===== config.mk =====
export PLATFORM = sky130hd
export DESIGN_NAME = bounded_rational_approximation_flat
export DESIGN_NICKNAME = d
export VERILOG_FILES = /design/src/hw/rtl/bra_pkg.sv /design/src/hw/rtl/bra_in_if.sv /design/src/hw/rtl/bra_out_if.sv /design/src/hw/rtl/bra_div.sv /design/src/hw/rtl/bra_scan.sv /design/src/hw/rtl/bounded_rational_approximation.sv /design/src/flat_wrapper.sv
export SDC_FILE = /design/constraint.sdc
export NUM_CORES = 2
export LEC_CHECK = 0
export ABC_AREA = 0
export BUFFER_PORTS_ARGS = -buffer_cell sky130_fd_sc_hd__buf_2
export CAP_MARGIN = 20
export CORE_MARGIN = 2
export CORE_UTILIZATION = 55
export DETAILED_ROUTE_END_ITERATION = 10
export PLACE_DENSITY = 0.75
export SYNTH_ARGS = -nofsm -noshare
export SYNTH_HDL_FRONTEND = slang
export SYNTH_HIERARCHICAL = 1
export SYNTH_SLANG_ARGS = --single-unit

===== constraint.sdc =====
create_clock -name clk -period 6.4 [get_ports clk]
set_clock_uncertainty 0.05 [all_clocks]
set_input_delay 0.64 -clock clk [delete_from_list [all_inputs] [get_ports clk]]
set_output_delay 0.64 -clock clk [all_outputs]
set_load 0.01 [all_outputs]

===== src/hw/rtl/bra_pkg.sv =====
package bra_pkg;

  // Configuration register indexes
  localparam int unsigned CFG_IDX_W = 2;
  localparam logic [CFG_IDX_W-1:0] CFG_NUM_LIMIT = 2'd0;
  localparam logic [CFG_IDX_W-1:0] CFG_DEN_LIMIT = 2'd1;

  // Reset value of both limit registers, truncated to the limit width
  localparam int unsigned LIMIT_RESET = 255;

  // Top-level sequencer
  typedef enum logic [2:0] {
    ST_IDLE,
    ST_SCAN,
    ST_GCD,
    ST_DIVN,
    ST_DIVD,
    ST_PUSH
  } top_state_t;

  // Denominator scan sequencer
  typedef enum logic [1:0] {
    SC_IDLE,
    SC_EVAL,
    SC_MUL,
    SC_CMP
  } scan_state_t;

endpackage


===== src/hw/rtl/bra_in_if.sv =====
interface bra_in_if #(
  parameter int unsigned RATIO_W = 24
);
  logic               valid;
  logic               ready;
  logic [RATIO_W-1:0] ratio_value;

  modport source (output valid, output ratio_value, input ready);
  modport sink   (input valid, input ratio_value, output ready);
endinterface


===== src/hw/rtl/bra_out_if.sv =====
interface bra_out_if #(
  parameter int unsigned LIMIT_W = 8
);
  logic               valid;
  logic               ready;
  logic [LIMIT_W-1:0] numerator;
  logic [LIMIT_W-1:0] denominator;

  modport source (output valid, output numerator, output denominator, input ready);
  modport sink   (input valid, input numerator, input denominator, output ready);
endinterface


===== src/hw/rtl/bra_div.sv =====
module bra_div #(
  parameter int unsigned W = 8
) (
  input  logic         clk,
  input  logic         rst_n,
  input  logic         start,
  input  logic [W-1:0] dividend,
  input  logic [W-1:0] divisor,
  output logic         done,
  output logic [W-1:0] quotient,
  output logic [W-1:0] remainder
);

  localparam int unsigned CW = $clog2(W + 1);

  logic          busy_r;
  logic          done_r;
  logic [CW-1:0] cnt_r;
  logic [W-1:0]  rem_r;
  logic [W-1:0]  quo_r;
  logic [W-1:0]  dvs_r;

  logic [W:0]    shifted;
  logic [W:0]    diff;
  logic          fits;

  // One restoring step: shift in the next dividend bit, subtract if it fits
  always_comb begin
    shifted = {rem_r, quo_r[W-1]};
    diff    = shifted - {1'b0, dvs_r};
    fits    = shifted >= {1'b0, dvs_r};
  end

  // Control: count one step per bit, pulse done after the last
  always_ff @(posedge clk) begin
    if (!rst_n) begin
      busy_r <= 1'b0;
      done_r <= 1'b0;
      cnt_r  <= '0;
    end else begin
      done_r <= 1'b0;
      if (start) begin
        busy_r <= 1'b1;
        cnt_r  <= CW'(W);
      end else if (busy_r) begin
        cnt_r <= cnt_r - CW'(1);
        if (cnt_r == CW'(1)) begin
          busy_r <= 1'b0;
          done_r <= 1'b1;
        end
      end
    end
  end

  // Datapath: load operands, then advance one quotient bit a cycle
  always_ff @(posedge clk) begin
    if (start) begin
      rem_r <= '0;
      quo_r <= dividend;
      dvs_r <= divisor;
    end else if (busy_r) begin
      rem_r <= fits ? diff[W-1:0] : shifted[W-1:0];
      quo_r <= {quo_r[W-2:0], fits};
    end
  end

  assign done      = done_r;
  assign quotient  = quo_r;
  assign remainder = rem_r;

endmodule


===== src/hw/rtl/bra_scan.sv =====
module bra_scan #(
  parameter int unsigned FRAC_BITS  = 16,
  parameter int unsigned INT_BITS   = 8,
  parameter int unsigned LIMIT_BITS = 8
) (
  input  logic                          clk,
  input  logic                          rst_n,
  input  logic                          start,
  input  logic [INT_BITS+FRAC_BITS-1:0] ratio,
  input  logic [LIMIT_BITS-1:0]         nmax,
  input  logic [LIMIT_BITS-1:0]         dmax,
  output logic                          done,
  output logic [LIMIT_BITS-1:0]         best_n,
  output logic [LIMIT_BITS-1:0]         best_d
);

  localparam int unsigned VW = INT_BITS + FRAC_BITS;
  localparam int unsigned PW = VW + LIMIT_BITS;
  localparam int unsigned RW = PW - FRAC_BITS + 1;
  localparam int unsigned MW = PW + LIMIT_BITS;

  bra_pkg::scan_state_t state_r, state_nxt;
  logic                  done_r, done_nxt;

  logic [VW-1:0]         ratio_r;
  logic [PW-1:0]         prod_r;
  logic [LIMIT_BITS-1:0] d_r;
  logic [LIMIT_BITS-1:0] n_r;
  logic [PW-1:0]         e_r;
  logic                  first_r;
  logic [LIMIT_BITS-1:0] best_n_r;
  logic [LIMIT_BITS-1:0] best_d_r;
  logic [PW-1:0]         best_e_r;
  logic [MW-1:0]         p_new_r;
  logic [MW-1:0]         p_best_r;

  logic [RW:0]           half_sum;
  logic [RW-1:0]         n_round;
  logic [LIMIT_BITS-1:0] n_clamp;
  logic [PW-1:0]         approx;
  logic [PW-1:0]         e_calc;
  logic                  take;
  logic                  last;

  // Round the current product to a numerator, clamp it, and take the error
  always_comb begin
    half_sum = {1'b0, prod_r[PW-1:FRAC_BITS-1]} + (RW + 1)'(1);
    n_round  = half_sum[RW:1];
    if (n_round == '0) begin
      n_clamp = LIMIT_BITS'(1);
    end else if (n_round > RW'(nmax)) begin
      n_clamp = nmax;
    end else begin
      n_clamp = n_round[LIMIT_BITS-1:0];
    end
    approx = PW'({n_clamp, {FRAC_BITS{1'b0}}});
    e_calc = (prod_r >= approx) ? (prod_r - approx) : (approx - prod_r);
  end

  // Sequence: evaluate, cross-multiply, compare; next candidate overlaps compare
  always_comb begin
    state_nxt = state_r;
    take      = first_r || (p_new_r < p_best_r);
    last      = (take && (e_r == '0)) || (d_r == dmax);
    done_nxt  = 1'b0;
    case (state_r)
      bra_pkg::SC_IDLE: begin
        if (start) state_nxt = bra_pkg::SC_EVAL;
      end
      bra_pkg::SC_EVAL: begin
        state_nxt = bra_pkg::SC_MUL;
      end
      bra_pkg::SC_MUL: begin
        state_nxt = bra_pkg::SC_CMP;
      end
      bra_pkg::SC_CMP: begin
        if (last) begin
          state_nxt = bra_pkg::SC_IDLE;
          done_nxt  = 1'b1;
        end else begin
          state_nxt = bra_pkg::SC_MUL;
        end
      end
      default: state_nxt = bra_pkg::SC_IDLE;
    endcase
  end

  // Hold sequencer state
  always_ff @(posedge clk) begin
    if (!rst_n) begin
      state_r <= bra_pkg::SC_IDLE;
      done_r  <= 1'b0;
    end else begin
      state_r <= state_nxt;
      done_r  <= done_nxt;
    end
  end

  // Advance the candidate and keep the best one
  always_ff @(posedge clk) begin
    case (state_r)
      bra_pkg::SC_IDLE: begin
        if (start) begin
          ratio_r <= ratio;
          prod_r  <= PW'(ratio);
          d_r     <= LIMIT_BITS'(1);
          first_r <= 1'b1;
        end
      end
      bra_pkg::SC_EVAL: begin
        n_r    <= n_clamp;
        e_r    <= e_calc;
        prod_r <= prod_r + PW'(ratio_r);
      end
      bra_pkg::SC_MUL: begin
        p_new_r  <= MW'(e_r) * MW'(best_d_r);
        p_best_r <= MW'(best_e_r) * MW'(d_r);
      end
      bra_pkg::SC_CMP: begin
        if (take) begin
          best_n_r <= n_r;
          best_d_r <= d_r;
          best_e_r <= e_r;
          first_r  <= 1'b0;
        end
        if (!last) begin
          n_r    <= n_clamp;
          e_r    <= e_calc;
          prod_r <= prod_r + PW'(ratio_r);
          d_r    <= d_r + LIMIT_BITS'(1);
        end
      end
      default: begin
      end
    endcase
  end

  assign done   = done_r;
  assign best_n = best_n_r;
  assign best_d = best_d_r;

endmodule


===== src/hw/rtl/bounded_rational_approximation.sv =====
// Bounded rational approximation.
// A request on in_ch carries a ratio in unsigned fixed point (INT_BITS.FRAC_BITS).
// The result on out_ch is the nearest fraction numerator/denominator, reduced,
// with the numerator at most numerator_limit and the denominator at most
// denominator_limit. A zero ratio gives 1/1. Limits are written on the cfg_ port
// (index 0: numerator limit, index 1: denominator limit); the user must write
// them only while the block is idle, which the block itself does not enforce.
// The scan tries denominators from 1 up to denominator_limit in turn, each
// through the single cross-multiply and compare pair in the scan unit, and stops
// early at an exact match. The Euclid reduction and the two final divisions
// share one bit-serial divider. A zero ratio skips the scan and the divider.
// in_ch.ready is high only while the block is idle.
// The result sits in an output register, so the next request is taken while a
// result waits; if the receiver still stalls when the next result is done,
// the block holds it and stays busy until the register frees up.
// Reset sets both limits to 255 (all ones if narrower) and drops any pending work.
module bounded_rational_approximation #(
  parameter int unsigned FRAC_BITS  = 16,
  parameter int unsigned INT_BITS   = 8,
  parameter int unsigned LIMIT_BITS = 8
) (
  input  logic                            clk,
  input  logic                            rst_n,
  input  logic                            cfg_we,
  input  logic [bra_pkg::CFG_IDX_W-1:0]   cfg_idx,
  input  logic [LIMIT_BITS-1:0]           cfg_wdata,
  bra_in_if.sink                          in_ch,
  bra_out_if.source                       out_ch
);

  localparam logic [LIMIT_BITS-1:0] LIM_RST = LIMIT_BITS'(bra_pkg::LIMIT_RESET);

  bra_pkg::top_state_t state_r, state_nxt;

  logic [LIMIT_BITS-1:0] nlim_r;
  logic [LIMIT_BITS-1:0] dlim_r;
  logic [LIMIT_BITS-1:0] nmax;
  logic [LIMIT_BITS-1:0] dmax;

  logic [LIMIT_BITS-1:0] bn_r;
  logic [LIMIT_BITS-1:0] bd_r;
  logic [LIMIT_BITS-1:0] y_r;
  logic [LIMIT_BITS-1:0] g_r;
  logic [LIMIT_BITS-1:0] res_n_r;
  logic [LIMIT_BITS-1:0] res_d_r;

  logic                  out_valid_r, out_valid_nxt;
  logic [LIMIT_BITS-1:0] out_num_r;
  logic [LIMIT_BITS-1:0] out_den_r;

  logic                  in_ready;
  logic                  accept;
  logic                  ratio_zero;
  logic                  scan_start;
  logic                  scan_done;
  logic [LIMIT_BITS-1:0] scan_n;
  logic [LIMIT_BITS-1:0] scan_d;
  logic                  div_start;
  logic [LIMIT_BITS-1:0] div_a;
  logic [LIMIT_BITS-1:0] div_b;
  logic                  div_done;
  logic [LIMIT_BITS-1:0] div_q;
  logic [LIMIT_BITS-1:0] div_rem;
  logic                  push;
  logic                  slot_free;

  bra_scan #(
    .FRAC_BITS  (FRAC_BITS),
    .INT_BITS   (INT_BITS),
    .LIMIT_BITS (LIMIT_BITS)
  ) u_scan (
    .clk    (clk),
    .rst_n  (rst_n),
    .start  (scan_start),
    .ratio  (in_ch.ratio_value),
    .nmax   (nmax),
    .dmax   (dmax),
    .done   (scan_done),
    .best_n (scan_n),
    .best_d (scan_d)
  );

  bra_div #(
    .W (LIMIT_BITS)
  ) u_div (
    .clk       (clk),
    .rst_n     (rst_n),
    .start     (div_start),
    .dividend  (div_a),
    .divisor   (div_b),
    .done      (div_done),
    .quotient  (div_q),
    .remainder (div_rem)
  );

  // A zero limit acts as a limit of one
  assign nmax = (nlim_r == '0) ? LIMIT_BITS'(1) : nlim_r;
  assign dmax = (dlim_r == '0) ? LIMIT_BITS'(1) : dlim_r;

  assign accept     = in_ch.valid && in_ready;
  assign ratio_zero = (in_ch.ratio_value == '0);
  assign slot_free  = !out_valid_r || out_ch.ready;

  // Sequence: scan, Euclid on the divider, divide both terms by the gcd, push; a zero ratio goes straight to push
  always_comb begin
    state_nxt  = state_r;
    in_ready   = 1'b0;
    scan_start = 1'b0;
    div_start  = 1'b0;
    div_a      = bn_r;
    div_b      = y_r;
    push       = 1'b0;
    case (state_r)
      bra_pkg::ST_IDLE: begin
        in_ready = 1'b1;
        if (in_ch.valid) begin
          if (ratio_zero) begin
            state_nxt = bra_pkg::ST_PUSH;
          end else begin
            scan_start = 1'b1;
            state_nxt  = bra_pkg::ST_SCAN;
          end
        end
      end
      bra_pkg::ST_SCAN: begin
        if (scan_done) begin
          div_start = 1'b1;
          div_a     = scan_n;
          div_b     = scan_d;
          state_nxt = bra_pkg::ST_GCD;
        end
      end
      bra_pkg::ST_GCD: begin
        if (div_done) begin
          div_start = 1'b1;
          if (div_rem != '0) begin
            div_a = y_r;
            div_b = div_rem;
          end else begin
            div_a     = bn_r;
            div_b     = y_r;
            state_nxt = bra_pkg::ST_DIVN;
          end
        end
      end
      bra_pkg::ST_DIVN: begin
        if (div_done) begin
          div_start = 1'b1;
          div_a     = bd_r;
          div_b     = g_r;
          state_nxt = bra_pkg::ST_DIVD;
        end
      end
      bra_pkg::ST_DIVD: begin
        if (div_done) state_nxt = bra_pkg::ST_PUSH;
      end
      bra_pkg::ST_PUSH: begin
        if (slot_free) begin
          push      = 1'b1;
          state_nxt = bra_pkg::ST_IDLE;
        end
      end
      default: state_nxt = bra_pkg::ST_IDLE;
    endcase
  end

  assign out_valid_nxt = push || (out_valid_r && !out_ch.ready);

  // Hold control state and the limit registers
  always_ff @(posedge clk) begin
    if (!rst_n) begin
      state_r     <= bra_pkg::ST_IDLE;
      out_valid_r <= 1'b0;
      nlim_r      <= LIM_RST;
      dlim_r      <= LIM_RST;
    end else begin
      state_r     <= state_nxt;
      out_valid_r <= out_valid_nxt;
      if (cfg_we) begin
        case (cfg_idx)
          bra_pkg::CFG_NUM_LIMIT: nlim_r <= cfg_wdata;
          bra_pkg::CFG_DEN_LIMIT: dlim_r <= cfg_wdata;
          default: begin
          end
        endcase
      end
    end
  end

  // Track Euclid operands and the reduced pair
  always_ff @(posedge clk) begin
    if (accept && ratio_zero) begin
      res_n_r <= LIMIT_BITS'(1);
      res_d_r <= LIMIT_BITS'(1);
    end
    if (state_r == bra_pkg::ST_SCAN && scan_done) begin
      bn_r <= scan_n;
      bd_r <= scan_d;
      y_r  <= scan_d;
    end
    if (state_r == bra_pkg::ST_GCD && div_done) begin
      if (div_rem != '0) begin
        y_r <= div_rem;
      end else begin
        g_r <= y_r;
      end
    end
    if (state_r == bra_pkg::ST_DIVN && div_done) res_n_r <= div_q;
    if (state_r == bra_pkg::ST_DIVD && div_done) res_d_r <= div_q;
    if (push) begin
      out_num_r <= res_n_r;
      out_den_r <= res_d_r;
    end
  end

  assign in_ch.ready        = in_ready;
  assign out_ch.valid       = out_valid_r;
  assign out_ch.numerator   = out_num_r;
  assign out_ch.denominator = out_den_r;

`ifndef ASSERT_OFF
  a_result_nonzero: assert property (@(posedge clk) disable iff (!rst_n)
    out_valid_r |-> (out_num_r != '0) && (out_den_r != '0))
    else $error("result term is zero");

  a_div_nonzero: assert property (@(posedge clk) disable iff (!rst_n)
    div_start |-> (div_b != '0))
    else $error("divider started with zero divisor");

  a_scan_done_state: assert property (@(posedge clk) disable iff (!rst_n)
    scan_done |-> (state_r == bra_pkg::ST_SCAN))
    else $error("scan finished outside scan state");

  a_push_slot: assert property (@(posedge clk) disable iff (!rst_n)
    push |=> out_valid_r)
    else $error("pushed result not presented");
`endif

endmodule


===== src/flat_wrapper.sv =====
// flat-port wrapper written by rule: the top's interface ports become plain ports
module bounded_rational_approximation_flat 
#(
  parameter int unsigned FRAC_BITS  = 16,
  parameter int unsigned INT_BITS   = 8,
  parameter int unsigned LIMIT_BITS = 8
)
  (clk, rst_n, cfg_we, cfg_idx, cfg_wdata, in_ch_valid, in_ch_ratio_value, in_ch_ready, out_ch_valid, out_ch_numerator, out_ch_denominator, out_ch_ready);
  bra_in_if #(.RATIO_W((INT_BITS + FRAC_BITS))) in_ch_i ();
  bra_out_if #(.LIMIT_W(LIMIT_BITS)) out_ch_i ();
  input  logic clk;
  input  logic rst_n;
  input  logic cfg_we;
  input  logic [bra_pkg::CFG_IDX_W-1:0] cfg_idx;
  input  logic [LIMIT_BITS-1:0] cfg_wdata;
  input wire logic [$bits(in_ch_i.valid)-1:0] in_ch_valid;
  input wire logic [$bits(in_ch_i.ratio_value)-1:0] in_ch_ratio_value;
  output wire logic [$bits(in_ch_i.ready)-1:0] in_ch_ready;
  output wire logic [$bits(out_ch_i.valid)-1:0] out_ch_valid;
  output wire logic [$bits(out_ch_i.numerator)-1:0] out_ch_numerator;
  output wire logic [$bits(out_ch_i.denominator)-1:0] out_ch_denominator;
  input wire logic [$bits(out_ch_i.ready)-1:0] out_ch_ready;
  assign in_ch_i.valid = in_ch_valid;
  assign in_ch_i.ratio_value = in_ch_ratio_value;
  assign in_ch_ready = in_ch_i.ready;
  assign out_ch_valid = out_ch_i.valid;
  assign out_ch_numerator = out_ch_i.numerator;
  assign out_ch_denominator = out_ch_i.denominator;
  assign out_ch_i.ready = out_ch_ready;
  bounded_rational_approximation #(.FRAC_BITS(FRAC_BITS), .INT_BITS(INT_BITS), .LIMIT_BITS(LIMIT_BITS)) u_core (.clk(clk), .rst_n(rst_n), .cfg_we(cfg_we), .cfg_idx(cfg_idx), .cfg_wdata(cfg_wdata), .in_ch(in_ch_i), .out_ch(out_ch_i));
endmodule

==> impl_metrics.yaml <==
clock_tree:
  cts_buffers: 42
  postCtsHoldBufs: 0
  clock_latency_ps: 590
  post_cts_buffers: 0
  cts_resized: 0
  clkSinkCount: 350
  cts_max_path_buffers: 3
  cts_max_level: 2
  cts_tree: "built"
  cts_root_buffer: "clkbuf_16"
  clk_pin_slew_ps: 60
critical_path:
  path_depth: 15
  worst-path-buf-inv: 1
  path_delay_family: "adder cells"
  critPathCapture: "u_core/u_scan/p_best_r[38]"
  crit_slowest_cell: "a2111oi_0"
  cp_max_fo: 16
  critPathCaptureType: "flip-flop"
  start_kind: "flip-flop"
  r2r-start: "u_core/u_scan/d_r[2]"
  cpMostUsedCell: "fa_1"
  critPathMaxStageDelay_ps: 960
  rrSetupSlack_ps: 240
  r2r-end: "u_core/u_scan/p_best_r[38]"
  critPathRequiredTime_ps: 6670
  cp_cell_sequence: "buf_4, and2_1, fa_1, fa_1, fa_1, fa_1, ha_1, o21ai_0, a2111oi_0, o2111ai_1, o211ai_1, o2111ai_1, o22ai_1, a21oi_1, xnor2_1"
  cp-startpoint: "u_core/u_scan/d_r[2]"
  cp_data_arrival_time_ps: 6430
  reg2reg_depth: 15
  worstSetupPathType: "reg2reg"
floorplanning:
  die_x_um: 249
  rows: 89
  die_area_mm2: 0.0619
  core_mm2: 0.0591
  die_y_um: 249
  start_util_pct: 55.7
  io_pins: 57
pwr:
  combPwrFrac_pct: 59.6
  power_report.internal_total_uw: 8130
  power_density_mw_per_mm2: 403
  seqPwrFrac_pct: 24.6
  leakagePower_uw: 0.0159
  swShare_pct: 43.2
  peakVddDrop_v: 0.000236
  p_clk_share_pct: 15.8
  p_sw_uw: 6190
synth:
  synth_top_family_by_area: "adder cells"
  synthArstFlopShare_pct: 0
  netlist_instances: 3275
  synthDistinctLibCells: 92
  synth_seq_area_share_pct: 30.5
  synth-adder-area-share_pct: 30.4
  yosys.area_share.simple_pct: 16.3
  synth_top_area_share_pct: 27.8
  synth_edf_count: 305
  dominantRegCellSynth: "edfxtp_1"
  postSynthRegisterBits: 350
  synth_nets: 3897
  synth_xor_area_share_pct: 3.85
  synthMuxAreaShare_pct: 1.25
  synth-compound-area-share_pct: 10.5
  synth.avg_cell_area_um2: 10.1
  yosys-top-cells-area: "edfxtp_1 (28%), fa_1 (22%), ha_1 (8.4%)"
  synth_area_mm2: 0.0329
  ys_warn_count: 6
  yosysTopAreaCell: "edfxtp_1"
route:
  num_vias: 23400
  vias_per_cell: 5.70
  wl_per_cell_um: 18.4
  drt_iter0_drc: 2142
  drt_first_pass_iters: 6
  drc: 0
  ant_nets: 0
  routed_wl_mm: 75.7
min_path:
  hold_depth: 1
  hold_path_class: "in2reg"
sta:
  slew_viol_final: 0
  setup-tns-final_ps: 0
  final-setup-viol-count: 0
  finalHoldViolCount: 0
  fmaxAchievable_ghz: 0.162
  period_share_pct: 96.2
  period_needed_ps: 6160
  slew_headroom_pct: 27.7
  worst_pin_slew_ps: 1060
  rsz0062_at_grt: "no"
grt:
  grtUsageTotal_pct: 25.0
  grt_pass1_vias: 23800
  grt_pass1_wl_mm: 124
  antenna_found_initial: 7
  grt_start_max_net_pins: 52
  grt_remaining_overflow: 0
place:
  postPlaceCellArea_mm2: 0.0341
  hpwl_mm: 58.4
  portBuffers: 56
  gp_congestion: 0.909
layout:
  multi_input_area_mm2: 0.0206
  ff_latch_area_mm2: 0.0101
  n_fill_cell: 4963
  area_delta_synth_final_pct: 7.77
  finalNetCount: 3920
  drive_gt1_share_pct: 7.33
  final_cell_area_mm2: 0.0355
run_status:
  outcome: "complete, no violations"
job:
  drv_cap: 0
## stage by stage
step / utilization, % / total power [µW] / hold slack (ps) / setup slack (ps) / instances
3_5_place_dp: 57.7 / 12000 / 355 / 382 / 4023
3_3_place_gp: 57.7 / 11800 / 351 / 488 / 4023
6_report: 60.0 / 14300 / 217 / 240 / 4105
2_1_floorplan: - / 10000 / 350 / 818 / 3275
5_1_grt: 60.0 / 15600 / 213 / 45.8 / 4105
4_1_cts: 59.9 / 14300 / 192 / 390 / 4099
## layout by cell type (no fill, tap or decap), types with 7 or more instances in the layout
cell type	synthesis	routed
nand4_1	25	25
and3_1	18	18
buf_2	8	57
nand2_1	294	294
dfxtp_1	45	45
ha_1	220	220
o211ai_1	11	11
o22ai_1	7	7
xnor2_1	102	102
fa_1	363	363
a222oi_1	14	14
a31oi_1	21	21
nor4_1	21	21
nor2_1	121	120
o21bai_1	12	12
clkbuf_16	0	42
a211oi_1	15	15
inv_1	480	480
o2111ai_1	7	7
nor3_1	32	32
xor2_1	43	43
o21a_1	18	18
clkbuf_1	119	9
a21boi_0	7	7
and2_1	359	359
nor2b_1	20	19
nand2b_1	25	25
mux2_2	28	28
mux2i_1	8	8
or3_1	10	10
o31ai_1	18	18
nand3_1	60	60
a21o_1	78	78
edfxtp_1	305	305
o21ai_0	98	97
buf_4	0	52
a21oi_1	138	137
## area by class of cell
class | instances | share of cell area, %
inverters | 480 | 5.07
diodes | 2 | 0.0141
multi-input cells | 2311 | 58.0
flip-flops and latches | 350 | 28.3
clock inverters | 24 | 0.589
well taps | 773 | 2.72
clock buffers | 52 | 3.09
repair buffers | 113 | 2.14
## layer usage
metal | wire length [µm] | track usage [%] | vias to the layer above
met3 | 5330 | 3.91 | 157
met4 | 2080 | 7.79 | 6
met2 | 33800 | 38.9 | 805
met5 | 44 | 0 | -
met1 | 34500 | 36.0 | 11500
li1 | - | - | 11000
## kinds of logic after synthesis
| kind of cell | count (synthesis) |
|---|---|
| buffers and inverters | 614 |
| muxes | 37 |
| DFF | 350 |
| adders and majority gates | 583 |
| AOI/OAI and AO/OA | 519 |
| xor gates and xnor gates | 145 |
| and+or+nand+nor | 1027 |
## flip-flops by register name (all words and copies together) (netlist names), 24 cells and up
register,cells
u_core/u_scan/ratio_r,24
u_core/u_scan/prod_r,32
u_core/u_scan/e_r,32
u_core/u_scan/p_best_r,40
u_core/u_scan/p_new_r,40
u_core/u_scan/best_e_r,32
## cells in the mapped netlist, types with 6 or more instances
master,count
o211ai_1,11
o21bai_1,12
o22ai_1,7
dfxtp_1,45
a31oi_1,21
or3_1,10
a222oi_1,14
xor2_1,43
edfxtp_1,305
a21boi_0,7
nor4_1,21
nor2_1,121
nor2b_1,20
nand2b_1,25
nor3_1,32
o21ai_0,98
nand2_1,294
fa_1,363
buf_2,8
and2_1,359
o2111ai_1,7
ha_1,220
o31ai_1,18
nand3_1,60
and3_1,18
mux2i_1,8
inv_1,480
a211oi_1,15
xnor2_1,102
or4_1,6
mux2_2,28
o21a_1,18
a21o_1,78
a21oi_1,138
clkbuf_1,119
nand4_1,25
## power by group through the flow
| stage | clock network [µW] | registers (µW) | logic, µW |
|---|---|---|---|
| CTS | 2310 | 3510 | 8470 |
| global placement | 0 | 3550 | 8250 |
| finish | 2270 | 3520 | 8540 |
| global route | 2390 | 3560 | 9610 |
| floorplan | 0 | 3400 | 6610 |
| detailed placement | 0 | 3550 | 8400 |
## how the worst min path moves through the flow
stage                                startpoint  slack [ps]                           end
after floorplan               u_core/res_d_r[0]         350  u_core/out_ch.denominator[0]
after global placement        u_core/res_d_r[2]         350  u_core/out_ch.denominator[2]
after detailed placement   u_core/u_scan/n_r[2]         350       u_core/u_scan/best_n[2]
after CTS                 in_ch_ratio_value[15]         190     u_core/u_scan/ratio_r[15]
after global routing       in_ch_ratio_value[5]         210      u_core/u_scan/ratio_r[5]
final                     in_ch_ratio_value[15]         220     u_core/u_scan/ratio_r[15]
Power figures use the tool's default switching activity.
